## config.mk

```make
export PLATFORM = sky130hd
export DESIGN_NAME = time_of_day_clock_with_edit_flat
export DESIGN_NICKNAME = d
export VERILOG_FILES = /design/src/hdl/tdc_pkg.sv /design/src/hdl/tdc_if.sv /design/src/hdl/time_of_day_clock_with_edit.sv /design/src/flat_wrapper.sv
export SDC_FILE = /design/constraint.sdc
export NUM_CORES = 1
export LEC_CHECK = 0
export ABC_AREA = 0
export BUFFER_PORTS_ARGS = -buffer_cell sky130_fd_sc_hd__buf_2
export CELL_PAD_IN_SITES_DETAIL_PLACEMENT = 1
export CELL_PAD_IN_SITES_GLOBAL_PLACEMENT = 1
export CORE_UTILIZATION = 25
export DETAILED_ROUTE_END_ITERATION = 16
export PLACE_DENSITY = 0.59
export SKIP_LAST_GASP = 1
export SLEW_MARGIN = 20
export SYNTH_ARGS = -nofsm -noshare
export SYNTH_HDL_FRONTEND = slang
export SYNTH_SLANG_ARGS = --single-unit
```

## constraint.sdc

```tcl
create_clock -name clk -period 4 [get_ports clk]
set_input_delay 0.2 -clock clk [delete_from_list [all_inputs] [get_ports clk]]
set_output_delay 0.2 -clock clk [all_outputs]
set_load 0.005 [all_outputs]
```

## src/hdl/tdc_pkg.sv

```systemverilog
package tdc_pkg;

  localparam int CMD_W  = 4;
  localparam int SETV_W = 7;
  localparam int HOUR_W = 5;
  localparam int MIN_W  = 6;
  localparam int SEC_W  = 6;
  localparam int SEL_W  = 2;
  localparam int TPS_W  = 16;

  localparam logic [TPS_W-1:0] TPS_RESET = 16'd900;
  localparam logic [SEC_W-1:0] SEC_MAX   = 6'd59;
  localparam logic [MIN_W-1:0] MIN_MAX   = 6'd59;
  localparam logic [HOUR_W-1:0] HOUR_MAX = 5'd23;

  typedef enum logic [CMD_W-1:0] {
    CMD_TICK    = 4'd0,
    CMD_EDIT    = 4'd1,
    CMD_SAVE    = 4'd2,
    CMD_DISCARD = 4'd3,
    CMD_RIGHT   = 4'd4,
    CMD_LEFT    = 4'd5,
    CMD_UP      = 4'd6,
    CMD_DOWN    = 4'd7,
    CMD_SET     = 4'd8
  } cmd_t;

  typedef enum logic [SEL_W-1:0] {
    SEL_SEC  = 2'd0,
    SEL_MIN  = 2'd1,
    SEL_HOUR = 2'd2
  } sel_t;

endpackage

```

## src/hdl/tdc_if.sv

```systemverilog
interface tdc_in_if;
  logic                       valid;
  logic                       ready;
  logic [tdc_pkg::CMD_W-1:0]  cmd;
  logic [tdc_pkg::SETV_W-1:0] set_hours;
  logic [tdc_pkg::SETV_W-1:0] set_minutes;
  logic [tdc_pkg::SETV_W-1:0] set_seconds;

  modport source (output valid, cmd, set_hours, set_minutes, set_seconds, input ready);
  modport sink (input valid, cmd, set_hours, set_minutes, set_seconds, output ready);
endinterface

interface tdc_out_if;
  logic                       valid;
  logic                       ready;
  logic [tdc_pkg::HOUR_W-1:0] hours;
  logic [tdc_pkg::MIN_W-1:0]  minutes;
  logic [tdc_pkg::SEC_W-1:0]  seconds;
  logic                       editing;
  logic [tdc_pkg::SEL_W-1:0]  field_selected;
  logic                       set_rejected;

  modport source (output valid, hours, minutes, seconds, editing, field_selected,
                  set_rejected, input ready);
  modport sink (input valid, hours, minutes, seconds, editing, field_selected,
                set_rejected, output ready);
endinterface

```

## src/hdl/time_of_day_clock_with_edit.sv

```systemverilog
// An accepted item enters the input register, then the time registers, which drive
// the result. One item per cycle when not stalled; the two form a two-stage pipeline,
// and ready stalls only when both stages hold an item and out_chan.ready is low.
// Reset (rst_n low, synchronous) clears the time, the saved copy, the prescaler,
// edit mode and the selection, empties both stages and sets ticks_per_second to 900.
module time_of_day_clock_with_edit (
  input  logic                        clk,
  input  logic                        rst_n,
  tdc_in_if.sink                      in_chan,
  tdc_out_if.source                   out_chan,
  input  logic                        cfg_we,
  input  logic [tdc_pkg::TPS_W-1:0]   cfg_data
);
  import tdc_pkg::*;

  logic [TPS_W-1:0]  tps_r;

  logic              s1_valid_r;
  logic [CMD_W-1:0]  s1_cmd_r;
  logic [SETV_W-1:0] s1_sh_r, s1_sm_r, s1_ss_r;

  logic              out_valid_r;
  logic [TPS_W-1:0]  pre_r, pre_nxt;
  logic [HOUR_W-1:0] hour_r, hour_nxt, sav_h_r, sav_h_nxt;
  logic [MIN_W-1:0]  min_r, min_nxt, sav_m_r, sav_m_nxt;
  logic [SEC_W-1:0]  sec_r, sec_nxt, sav_s_r, sav_s_nxt;
  logic              edit_r, edit_nxt;
  logic [SEL_W-1:0]  sel_r, sel_nxt;
  logic              rej_r, rej_nxt;

  logic              adv;
  logic [TPS_W-1:0]  limit, pre_inc;

  assign adv           = s1_valid_r && (!out_valid_r || out_chan.ready);
  assign in_chan.ready = !s1_valid_r || !out_valid_r || out_chan.ready;

  always_ff @(posedge clk) begin
    if (!rst_n) begin
      tps_r <= TPS_RESET;
    end else if (cfg_we) begin
      tps_r <= cfg_data;
    end
  end

  always_ff @(posedge clk) begin
    if (!rst_n) begin
      s1_valid_r <= 1'b0;
    end else if (in_chan.valid && in_chan.ready) begin
      s1_valid_r <= 1'b1;
    end else if (adv) begin
      s1_valid_r <= 1'b0;
    end
  end

  always_ff @(posedge clk) begin
    if (in_chan.valid && in_chan.ready) begin
      s1_cmd_r <= in_chan.cmd;
      s1_sh_r  <= in_chan.set_hours;
      s1_sm_r  <= in_chan.set_minutes;
      s1_ss_r  <= in_chan.set_seconds;
    end
  end

  assign limit   = (tps_r == '0) ? TPS_W'(1) : tps_r;
  assign pre_inc = pre_r + TPS_W'(1);

  always_comb begin
    pre_nxt   = pre_r;
    hour_nxt  = hour_r;
    min_nxt   = min_r;
    sec_nxt   = sec_r;
    sav_h_nxt = sav_h_r;
    sav_m_nxt = sav_m_r;
    sav_s_nxt = sav_s_r;
    edit_nxt  = edit_r;
    sel_nxt   = sel_r;
    rej_nxt   = 1'b0;

    unique case (cmd_t'(s1_cmd_r))
      CMD_TICK: begin
        if (!edit_r) begin
          if (pre_inc >= limit) begin
            pre_nxt = pre_inc - limit;
            if (sec_r >= SEC_MAX) begin
              sec_nxt = '0;
              if (min_r >= MIN_MAX) begin
                min_nxt = '0;
                hour_nxt = (hour_r >= HOUR_MAX) ? '0 : hour_r + HOUR_W'(1);
              end else begin
                min_nxt = min_r + MIN_W'(1);
              end
            end else begin
              sec_nxt = sec_r + SEC_W'(1);
            end
          end else begin
            pre_nxt = pre_inc;
          end
        end
      end
      CMD_EDIT, CMD_RIGHT, CMD_LEFT: begin
        if (!edit_r) begin
          pre_nxt   = '0;
          edit_nxt  = 1'b1;
          sav_h_nxt = hour_r;
          sav_m_nxt = min_r;
          sav_s_nxt = sec_r;
        end
        if (cmd_t'(s1_cmd_r) == CMD_RIGHT) begin
          unique case (sel_r)
            SEL_MIN:  sel_nxt = SEL_SEC;
            SEL_HOUR: sel_nxt = SEL_MIN;
            default:  sel_nxt = SEL_HOUR;
          endcase
        end else if (cmd_t'(s1_cmd_r) == CMD_LEFT) begin
          unique case (sel_r)
            SEL_SEC: sel_nxt = SEL_MIN;
            SEL_MIN: sel_nxt = SEL_HOUR;
            default: sel_nxt = SEL_SEC;
          endcase
        end
      end
      CMD_SAVE: begin
        edit_nxt = 1'b0;
      end
      CMD_DISCARD: begin
        if (edit_r) begin
          hour_nxt = sav_h_r;
          min_nxt  = sav_m_r;
          sec_nxt  = sav_s_r;
          edit_nxt = 1'b0;
        end
      end
      CMD_UP: begin
        if (edit_r) begin
          unique case (sel_r)
            SEL_SEC:  sec_nxt  = (sec_r >= SEC_MAX) ? '0 : sec_r + SEC_W'(1);
            SEL_MIN:  min_nxt  = (min_r >= MIN_MAX) ? '0 : min_r + MIN_W'(1);
            SEL_HOUR: hour_nxt = (hour_r >= HOUR_MAX) ? '0 : hour_r + HOUR_W'(1);
            default: ;
          endcase
        end
      end
      CMD_DOWN: begin
        if (edit_r) begin
          unique case (sel_r)
            SEL_SEC:  sec_nxt  = (sec_r == '0 || sec_r > SEC_MAX) ? SEC_MAX
                                                                  : sec_r - SEC_W'(1);
            SEL_MIN:  min_nxt  = (min_r == '0 || min_r > MIN_MAX) ? MIN_MAX
                                                                  : min_r - MIN_W'(1);
            SEL_HOUR: hour_nxt = (hour_r == '0 || hour_r > HOUR_MAX) ? HOUR_MAX
                                                                     : hour_r - HOUR_W'(1);
            default: ;
          endcase
        end
      end
      CMD_SET: begin
        pre_nxt   = '0;
        sav_h_nxt = hour_r;
        sav_m_nxt = min_r;
        sav_s_nxt = sec_r;
        if (s1_sh_r > SETV_W'(HOUR_MAX) || s1_sm_r > SETV_W'(MIN_MAX) ||
            s1_ss_r > SETV_W'(SEC_MAX)) begin
          rej_nxt = 1'b1;
        end else begin
          hour_nxt = s1_sh_r[HOUR_W-1:0];
          min_nxt  = s1_sm_r[MIN_W-1:0];
          sec_nxt  = s1_ss_r[SEC_W-1:0];
        end
      end
      default: ;
    endcase
  end

  always_ff @(posedge clk) begin
    if (!rst_n) begin
      out_valid_r <= 1'b0;
      pre_r       <= '0;
      hour_r      <= '0;
      min_r       <= '0;
      sec_r       <= '0;
      sav_h_r     <= '0;
      sav_m_r     <= '0;
      sav_s_r     <= '0;
      edit_r      <= 1'b0;
      sel_r       <= SEL_SEC;
      rej_r       <= 1'b0;
    end else if (adv) begin
      out_valid_r <= 1'b1;
      pre_r       <= pre_nxt;
      hour_r      <= hour_nxt;
      min_r       <= min_nxt;
      sec_r       <= sec_nxt;
      sav_h_r     <= sav_h_nxt;
      sav_m_r     <= sav_m_nxt;
      sav_s_r     <= sav_s_nxt;
      edit_r      <= edit_nxt;
      sel_r       <= sel_nxt;
      rej_r       <= rej_nxt;
    end else if (out_chan.ready) begin
      out_valid_r <= 1'b0;
    end
  end

  assign out_chan.valid          = out_valid_r;
  assign out_chan.hours          = hour_r;
  assign out_chan.minutes        = min_r;
  assign out_chan.seconds        = sec_r;
  assign out_chan.editing        = edit_r;
  assign out_chan.field_selected = sel_r;
  assign out_chan.set_rejected   = rej_r;

`ifndef NO_ASSERTIONS
  a_time_range: assert property (@(posedge clk) disable iff (!rst_n)
    hour_r <= HOUR_MAX && min_r <= MIN_MAX && sec_r <= SEC_MAX)
    else $error("Time registers hold an out-of-range value.");

  a_edit_prescaler: assert property (@(posedge clk) disable iff (!rst_n)
    edit_r |-> pre_r == '0)
    else $error("Prescaler is not clear while editing.");

  a_frozen_tick: assert property (@(posedge clk) disable iff (!rst_n)
    (adv && s1_cmd_r == CMD_TICK && edit_r) |=>
      ($stable(hour_r) && $stable(min_r) && $stable(sec_r)))
    else $error("A tick changed the time during edit mode.");

  a_ready_when_empty: assert property (@(posedge clk) disable iff (!rst_n)
    !out_valid_r |-> in_chan.ready)
    else $error("Input stalled while the result register is empty.");
`endif

endmodule
```

## src/flat_wrapper.sv

```systemverilog
// flat-port wrapper written by rule: the top's interface ports become plain ports
module time_of_day_clock_with_edit_flat import tdc_pkg::*;
  (clk, rst_n, cfg_we, cfg_data, in_chan_valid, in_chan_cmd, in_chan_set_hours, in_chan_set_minutes, in_chan_set_seconds, in_chan_ready, out_chan_valid, out_chan_hours, out_chan_minutes, out_chan_seconds, out_chan_editing, out_chan_field_selected, out_chan_set_rejected, out_chan_ready);
  tdc_in_if in_chan_i ();
  tdc_out_if out_chan_i ();
  input  logic clk;
  input  logic rst_n;
  input  logic cfg_we;
  input  logic [tdc_pkg::TPS_W-1:0] cfg_data;
  input wire logic [$bits(in_chan_i.valid)-1:0] in_chan_valid;
  input wire logic [$bits(in_chan_i.cmd)-1:0] in_chan_cmd;
  input wire logic [$bits(in_chan_i.set_hours)-1:0] in_chan_set_hours;
  input wire logic [$bits(in_chan_i.set_minutes)-1:0] in_chan_set_minutes;
  input wire logic [$bits(in_chan_i.set_seconds)-1:0] in_chan_set_seconds;
  output wire logic [$bits(in_chan_i.ready)-1:0] in_chan_ready;
  output wire logic [$bits(out_chan_i.valid)-1:0] out_chan_valid;
  output wire logic [$bits(out_chan_i.hours)-1:0] out_chan_hours;
  output wire logic [$bits(out_chan_i.minutes)-1:0] out_chan_minutes;
  output wire logic [$bits(out_chan_i.seconds)-1:0] out_chan_seconds;
  output wire logic [$bits(out_chan_i.editing)-1:0] out_chan_editing;
  output wire logic [$bits(out_chan_i.field_selected)-1:0] out_chan_field_selected;
  output wire logic [$bits(out_chan_i.set_rejected)-1:0] out_chan_set_rejected;
  input wire logic [$bits(out_chan_i.ready)-1:0] out_chan_ready;
  assign in_chan_i.valid = in_chan_valid;
  assign in_chan_i.cmd = in_chan_cmd;
  assign in_chan_i.set_hours = in_chan_set_hours;
  assign in_chan_i.set_minutes = in_chan_set_minutes;
  assign in_chan_i.set_seconds = in_chan_set_seconds;
  assign in_chan_ready = in_chan_i.ready;
  assign out_chan_valid = out_chan_i.valid;
  assign out_chan_hours = out_chan_i.hours;
  assign out_chan_minutes = out_chan_i.minutes;
  assign out_chan_seconds = out_chan_i.seconds;
  assign out_chan_editing = out_chan_i.editing;
  assign out_chan_field_selected = out_chan_i.field_selected;
  assign out_chan_set_rejected = out_chan_i.set_rejected;
  assign out_chan_i.ready = out_chan_ready;
  time_of_day_clock_with_edit u_core (.clk(clk), .rst_n(rst_n), .in_chan(in_chan_i), .out_chan(out_chan_i), .cfg_we(cfg_we), .cfg_data(cfg_data));
endmodule
```

# After elaboration in Yosys (flattened, before gate mapping)

Index checks and enable logic that the tools add are counted.

Register bits after elaboration: 97
Input port bits: 46
Output and inout bits: 23
Logic and storage cells: 148

Add/subtract/negate cells: 8
$lt $le $gt $ge: 10
Equality and inequality tests: 24
Multiplexer cells: 55
Reduce and logical (&&, ||, !) cells: 34

Operators by type and width:

| operator              | count |
|---|---|
| $mux 6                | 21 |
| $mux 16               | 4 |
| $mux 5                | 12 |
| $pmux 6 s5            | 2 |
| $pmux 16 s3           | 1 |
| $pmux 5 s5            | 1 |
| $pmux 6 s2            | 2 |
| $ne 2x1->1 const B    | 9 |
| $add 16x1->16 const B | 1 |
| $eq 4x3->1 const B    | 4 |
| $ge 16x16->1          | 1 |
| $logic_not 16->1      | 1 |
| $sub 16x16->16        | 1 |
| $gt 7x6->1 const B    | 2 |
| $add 6x1->6 const B   | 2 |
| $ge 6x6->1 const B    | 2 |
| $gt 6x6->1 const B    | 2 |
| $logic_not 6->1       | 2 |
| $sub 6x1->6 const B   | 2 |
| $reduce_and 11->1     | 1 |
| $ne 2x2->1 const B    | 5 |
| $pmux 5 s2            | 1 |
| $reduce_and 10->1     | 1 |
| $reduce_bool 2->1     | 5 |
| 28 further kinds      | 46 |

# Logic depth before layout (Yosys ltp)

Word-level depth: 7
Depth in mapped cells: 19
Mapped depth without buffers: 14

# Worst setup path after synthesis

No wires, ideal clock.

Kind: reg2reg
Start point: reg u_core.pre_r[0]
End point: reg u_core.sec_r[1] (netlist: u_core.out_chan.seconds[1])
Setup time: 0.115 ns
Arrival time: 3.664 ns
Data required time: 3.885 ns
Slack: 0.220 ns
Cell stages (with the launch flop): 18
Path buffers: 3
Clock period less this slack: 3.780 ns
Path through: dfxtp_1 ha_1 and3_1 and3_1 clkbuf_1 and3_1 clkbuf_1 nand3_1 xnor2_1 ha_1 buf_2 and3_1 a2111oi_2 a211oi_2 nor4_2 nand3b_1 or4_1 and3_1

Longest elaborated chain between the ends: 4

Ends and longest elaborated chain:

| what                       | RTL line                           | source |
|---|---|---|
| from (decl)                | time_of_day_clock_with_edit.sv:23  | `logic [TPS_W-1:0] pre_r, pre_nxt;` |
| from (signal assigned)     | time_of_day_clock_with_edit.sv:189 | `pre_r <= pre_nxt;` |
| $add 16x1->16              | time_of_day_clock_with_edit.sv:65  | `assign pre_inc = pre_r + TPS_W'(1);` |
| $ge 16x16->1               | time_of_day_clock_with_edit.sv:82  | `if (pre_inc >= limit) begin` |
| $ne 2x1->1 (no line)       | -                                  |  |
| $reduce_and 9->1 (no line) | -                                  |  |
| to (signal assigned)       | time_of_day_clock_with_edit.sv:192 | `sec_r <= sec_nxt;` |
| to (decl)                  | time_of_day_clock_with_edit.sv:26  | `logic [SEC_W-1:0] sec_r, sec_nxt, sav_s_r, sav_s_nxt;` |

Every way passes these cells.
A chain may end at the register's enable or synchronous reset.

# Final worst setup path

Same ends and word-level chain as after synthesis.

==> impl_metrics.csv <==
group,metric,value,unit
die,fp.coreArea,24390,um^2
detailed_routing,vias_per_cell,4.973,
detailed_routing,antenna_left,0,
pwr,power.total,2171,uW
global_route,grt_pass1_wl,30.76,mm
cells_and_area,diodes,0,
synthesis,synth_area_leaders,"dfxtp_1, edfxtp_1, mux2i_1",
die,die_x,160.1,um
detailed_routing,drtIter0Drc,231,
placement,dpl.hpwl,14.22,mm
clock_tree,cts_made_buffers,9,
critical_path,critical_path.slowest_cell,"or4_1",
critical_path,critPathArrivalTime,3.99,ns
timing,final.period_utilization,93.50,%
clock_tree,cts_root_buffer,"clkbuf_16",
die,ioPinCount,69,
cells_and_area,fillers,2913,
clock_tree,cts_tree,"done",
synthesis,synthFlopType,"dfxtp_1",
die,die_y,160.1,um
cells_and_area,regArea,2192,um^2
clock_tree,postCtsSetupBuffers,0,
synthesis,ys_seq_area_share,35.06,%
synthesis,synth_top_area_share,23.05,%
synthesis,syn_inst,727,
global_route,grt_usage,15.07,%
timing,min_period,3.740,ns
global_route,grt_pass1_vias,5644,
pwr,irDropWorstVdd,0.0001518,V
timing,worst_slew_pin_slew,0.8187,ns
cells_and_area,fin_nets,859,
critical_path,startpoint_type,"flip-flop",
synthesis,ys_warn_count,0,
placement,dp_slack,0.1957,ns
critical_path,end_kind,"flip-flop",
timing,hold_viol,0,
clock_tree,clkLatencyLatePin,0.36,ns
timing,rsz0062_at_grt,"no",
timing,setup_viol,0,
die,initial_core_util,25.63,%
die,rows,57,
timing,drv_slew,0,
clock_tree,htreeDepth,3,
worst_hold_path,hold_class,"input port to flip-flop",
critical_path,worst-endpoint-required,4.25,ns
timing,fin_tns_setup,0,ns
detailed_routing,drc,0,
clock_tree,cts.sinks,97,
cells_and_area,multi_input_area,3754,um^2
timing,relSlewSlack,45.22,%
global_route,antenna_found_initial,0,
die,dieArea,25640,um^2
status,status,"finished clean",
synthesis,ys_seq_elements,97,
critical_path,path_delay_family,"simple AND/OR/NAND/NOR gates",
global_route,grt_overflow,0,
critical_path,crit_top_cell,"and3_1",
critical_path,critPathMaxStageDelay,0.55,ns
global_route,grt_max_degree,37,
pwr,cellLeakagePower,0.002930,uW
detailed_routing,drtPass1Iterations,5,
synthesis,yosys.area.top_type,"dfxtp_1",
critical_path,crit_type,"flip-flop to flip-flop",
cells_and_area,drive_gt1_share,15.72,%
detailed_routing,avgRoutedWirePerCell,16.93,um
synthesis,async_reset_ff_share,0,%
synthesis,syn_avg_cell_area,8.600,um^2
clock_tree,clk_path_buf_depth,2,
detailed_routing,routed_wl,18.84,mm
synthesis,synth_nets,802,
pwr,powerDensity,297.5,nW/um^2
critical_path,crit_chain,"ha_1 > and3_1 > and3_1 > and3_1 > nand3_1 > xnor2_1 > ha_1 > and3_1 > and3_1 > o211a_1 > nor4_4 > nand3b_1 > or4_1 > and3_1",
timing,fin_ws,0.2600,ns
timing,fmaxAchievable,267.4,MHz
cells_and_area,syn2layout_area_growth,16.73,%
clock_tree,cts.clk_slew.worst_paths,0.07,ns
job,maxCapViolCount,0,
placement,gp_congestion,0.8260,
synthesis,yosysUniqueCellTypes,70,
critical_path,cp_max_fo,6,
detailed_routing,vias,5535,
placement,port_buffers,68,
synthesis,synth-edff-count,25,
critical_path,critPathBufInv,0,
synthesis,syn_area,6252,um^2
timing,skew,0.009031,ns
-- cell families (layout without fill, tap and decap cells) --
group                    after synthesis  count (layout)  synth area share, %
AND/OR/NAND/NOR                      254             254                20.83
AO/OA/AOI/OAI                        181             181                20.03
flip-flops                            97              97                35.06
buffers and inverters                 82             144                5.383
multiplexers                          47              47                7.584
XOR/XNOR                              37              37                5.183
adder cells (fa/ha/maj)               29              29                5.924
-- cell usage in the layout, fill, tap and decap left out, drive strengths merged, types with 4 or more instances in the layout --
cell type   n
edfxtp     25
nand2b      6
inv        36
nor2       40
nor3       16
xor2       16
a221oi      4
and3       18
xnor2      21
a222oi      5
o21a        9
o211ai      7
o211a       5
ha         28
clkbuf     13
mux2i      44
buf        94
o221ai      8
a21o        9
dfxtp      72
and2        6
nand3      38
a211oi      9
nor2b      37
nand4       6
o31ai       5
a21oi      36
nand3b      6
nor4        6
nand2      61
a22o        5
o21ai      50
-- synth_stat cells, types with 3 or more instances --
master and count:
a211oi_1 6, a21o_1 9, a21oi_1 36, a221oi_1 4, a222oi_1 5, a22o_1 5
a22oi_1 3, a31oi_1 3, and2_1 5, and3_1 18, buf_1 5, buf_2 10
clkbuf_1 29, dfxtp_1 72, edfxtp_1 25, ha_1 28, inv_1 34, mux2_2 3
mux2i_1 44, nand2_1 61, nand2b_1 6, nand3_1 38, nand3b_1 6, nand4_1 6
nor2_1 40, nor2b_1 37, nor3_1 16, nor4_1 5, nor4b_1 3, o2111ai_1 3
o211a_1 5, o211ai_1 7, o21a_1 9, o21ai_0 49, o221ai_1 7, o31ai_1 5
or3_1 3, xnor2_1 21, xor2_1 16
-- sequential cells by signal, indices dropped and copies added (netlist names) --
register and flops:
u_core.out_chan.seconds 6, u_core.out_chan.set_rejected 1, u_core.out_chan.minutes 6, u_core.s1_valid_r 1
u_core.out_chan.valid 1, u_core.sav_h_r 5, u_core.out_chan.editing 1, u_core.sav_s_r 6
u_core.s1_sm_r 7, u_core.out_chan.field_selected 2, u_core.s1_sh_r 7, u_core.sav_m_r 6
u_core.tps_r 16, u_core.s1_ss_r 7, u_core.pre_r 16, u_core.s1_cmd_r 4
u_core.out_chan.hours 5
-- final cells by class --
cell class | count | share of cell area, %
Clock inverter | 3 | 0.3086
Clock buffer | 13 | 3.583
Multi-Input combinational cell | 548 | 51.43
Sequential cell | 97 | 30.04
Inverter | 34 | 1.749
Timing Repair Buffer | 94 | 7.338
Tap cell | 324 | 5.555
-- layer usage --
layer  track usage (%)  vias to the layer above  wire (um)  share of wire [%]
met5                 0                        -          0                  0
met4             3.377                        0        206                1.1
met3             2.364                       14        723                3.8
met2             24.39                       92       8529                 45
met1             20.94                     2688       9379                 50
li1                  -                     2741          -                  -
-- power by group --
| group | internal [uW] | switching, uW |
|---|---|---|
| Sequential | 1040 | 33.3 |
| Combinational | 102 | 137 |
| Clock | 464 | 397 |
| Total | 1600 | 568 |
-- final timing paths --
check / end / depth (start not counted) / startpoint / slack, ns
setup / recovery: u_core.out_chan.seconds[1] / 14 / u_core.pre_r[0] / 0.26
hold / removal: u_core.s1_sm_r[1] / 1 / in_chan_set_minutes[1] / 0.01
setup reg to reg: u_core.out_chan.seconds[1] / 14 / u_core.pre_r[0] / 0.26
hold reg to reg: u_core.pre_r[8] / 2 / u_core.pre_r[8] / 0.49
-- stage by stage --
step	utilization [%]	instance area (um^2)	cells	hold slack, ns
floorplan	-	6252	727	0.2989
global placement	28.70	7000	1097	0.3778
detailed placement	28.70	7000	1097	0.3790
CTS	29.87	7284	1113	0.002628
global route	29.92	7298	1113	0.005992
finish	29.92	7298	1113	0.01442
-- what timing repair did --
item / CTS / global route
hold buffers: 0 / 0
hold endpoints to repair: 0 / 0
setup endpoints to repair: 0 / 6
resized for setup: 0 / 2
No activity file was read; power rests on OpenSTA's default activity.
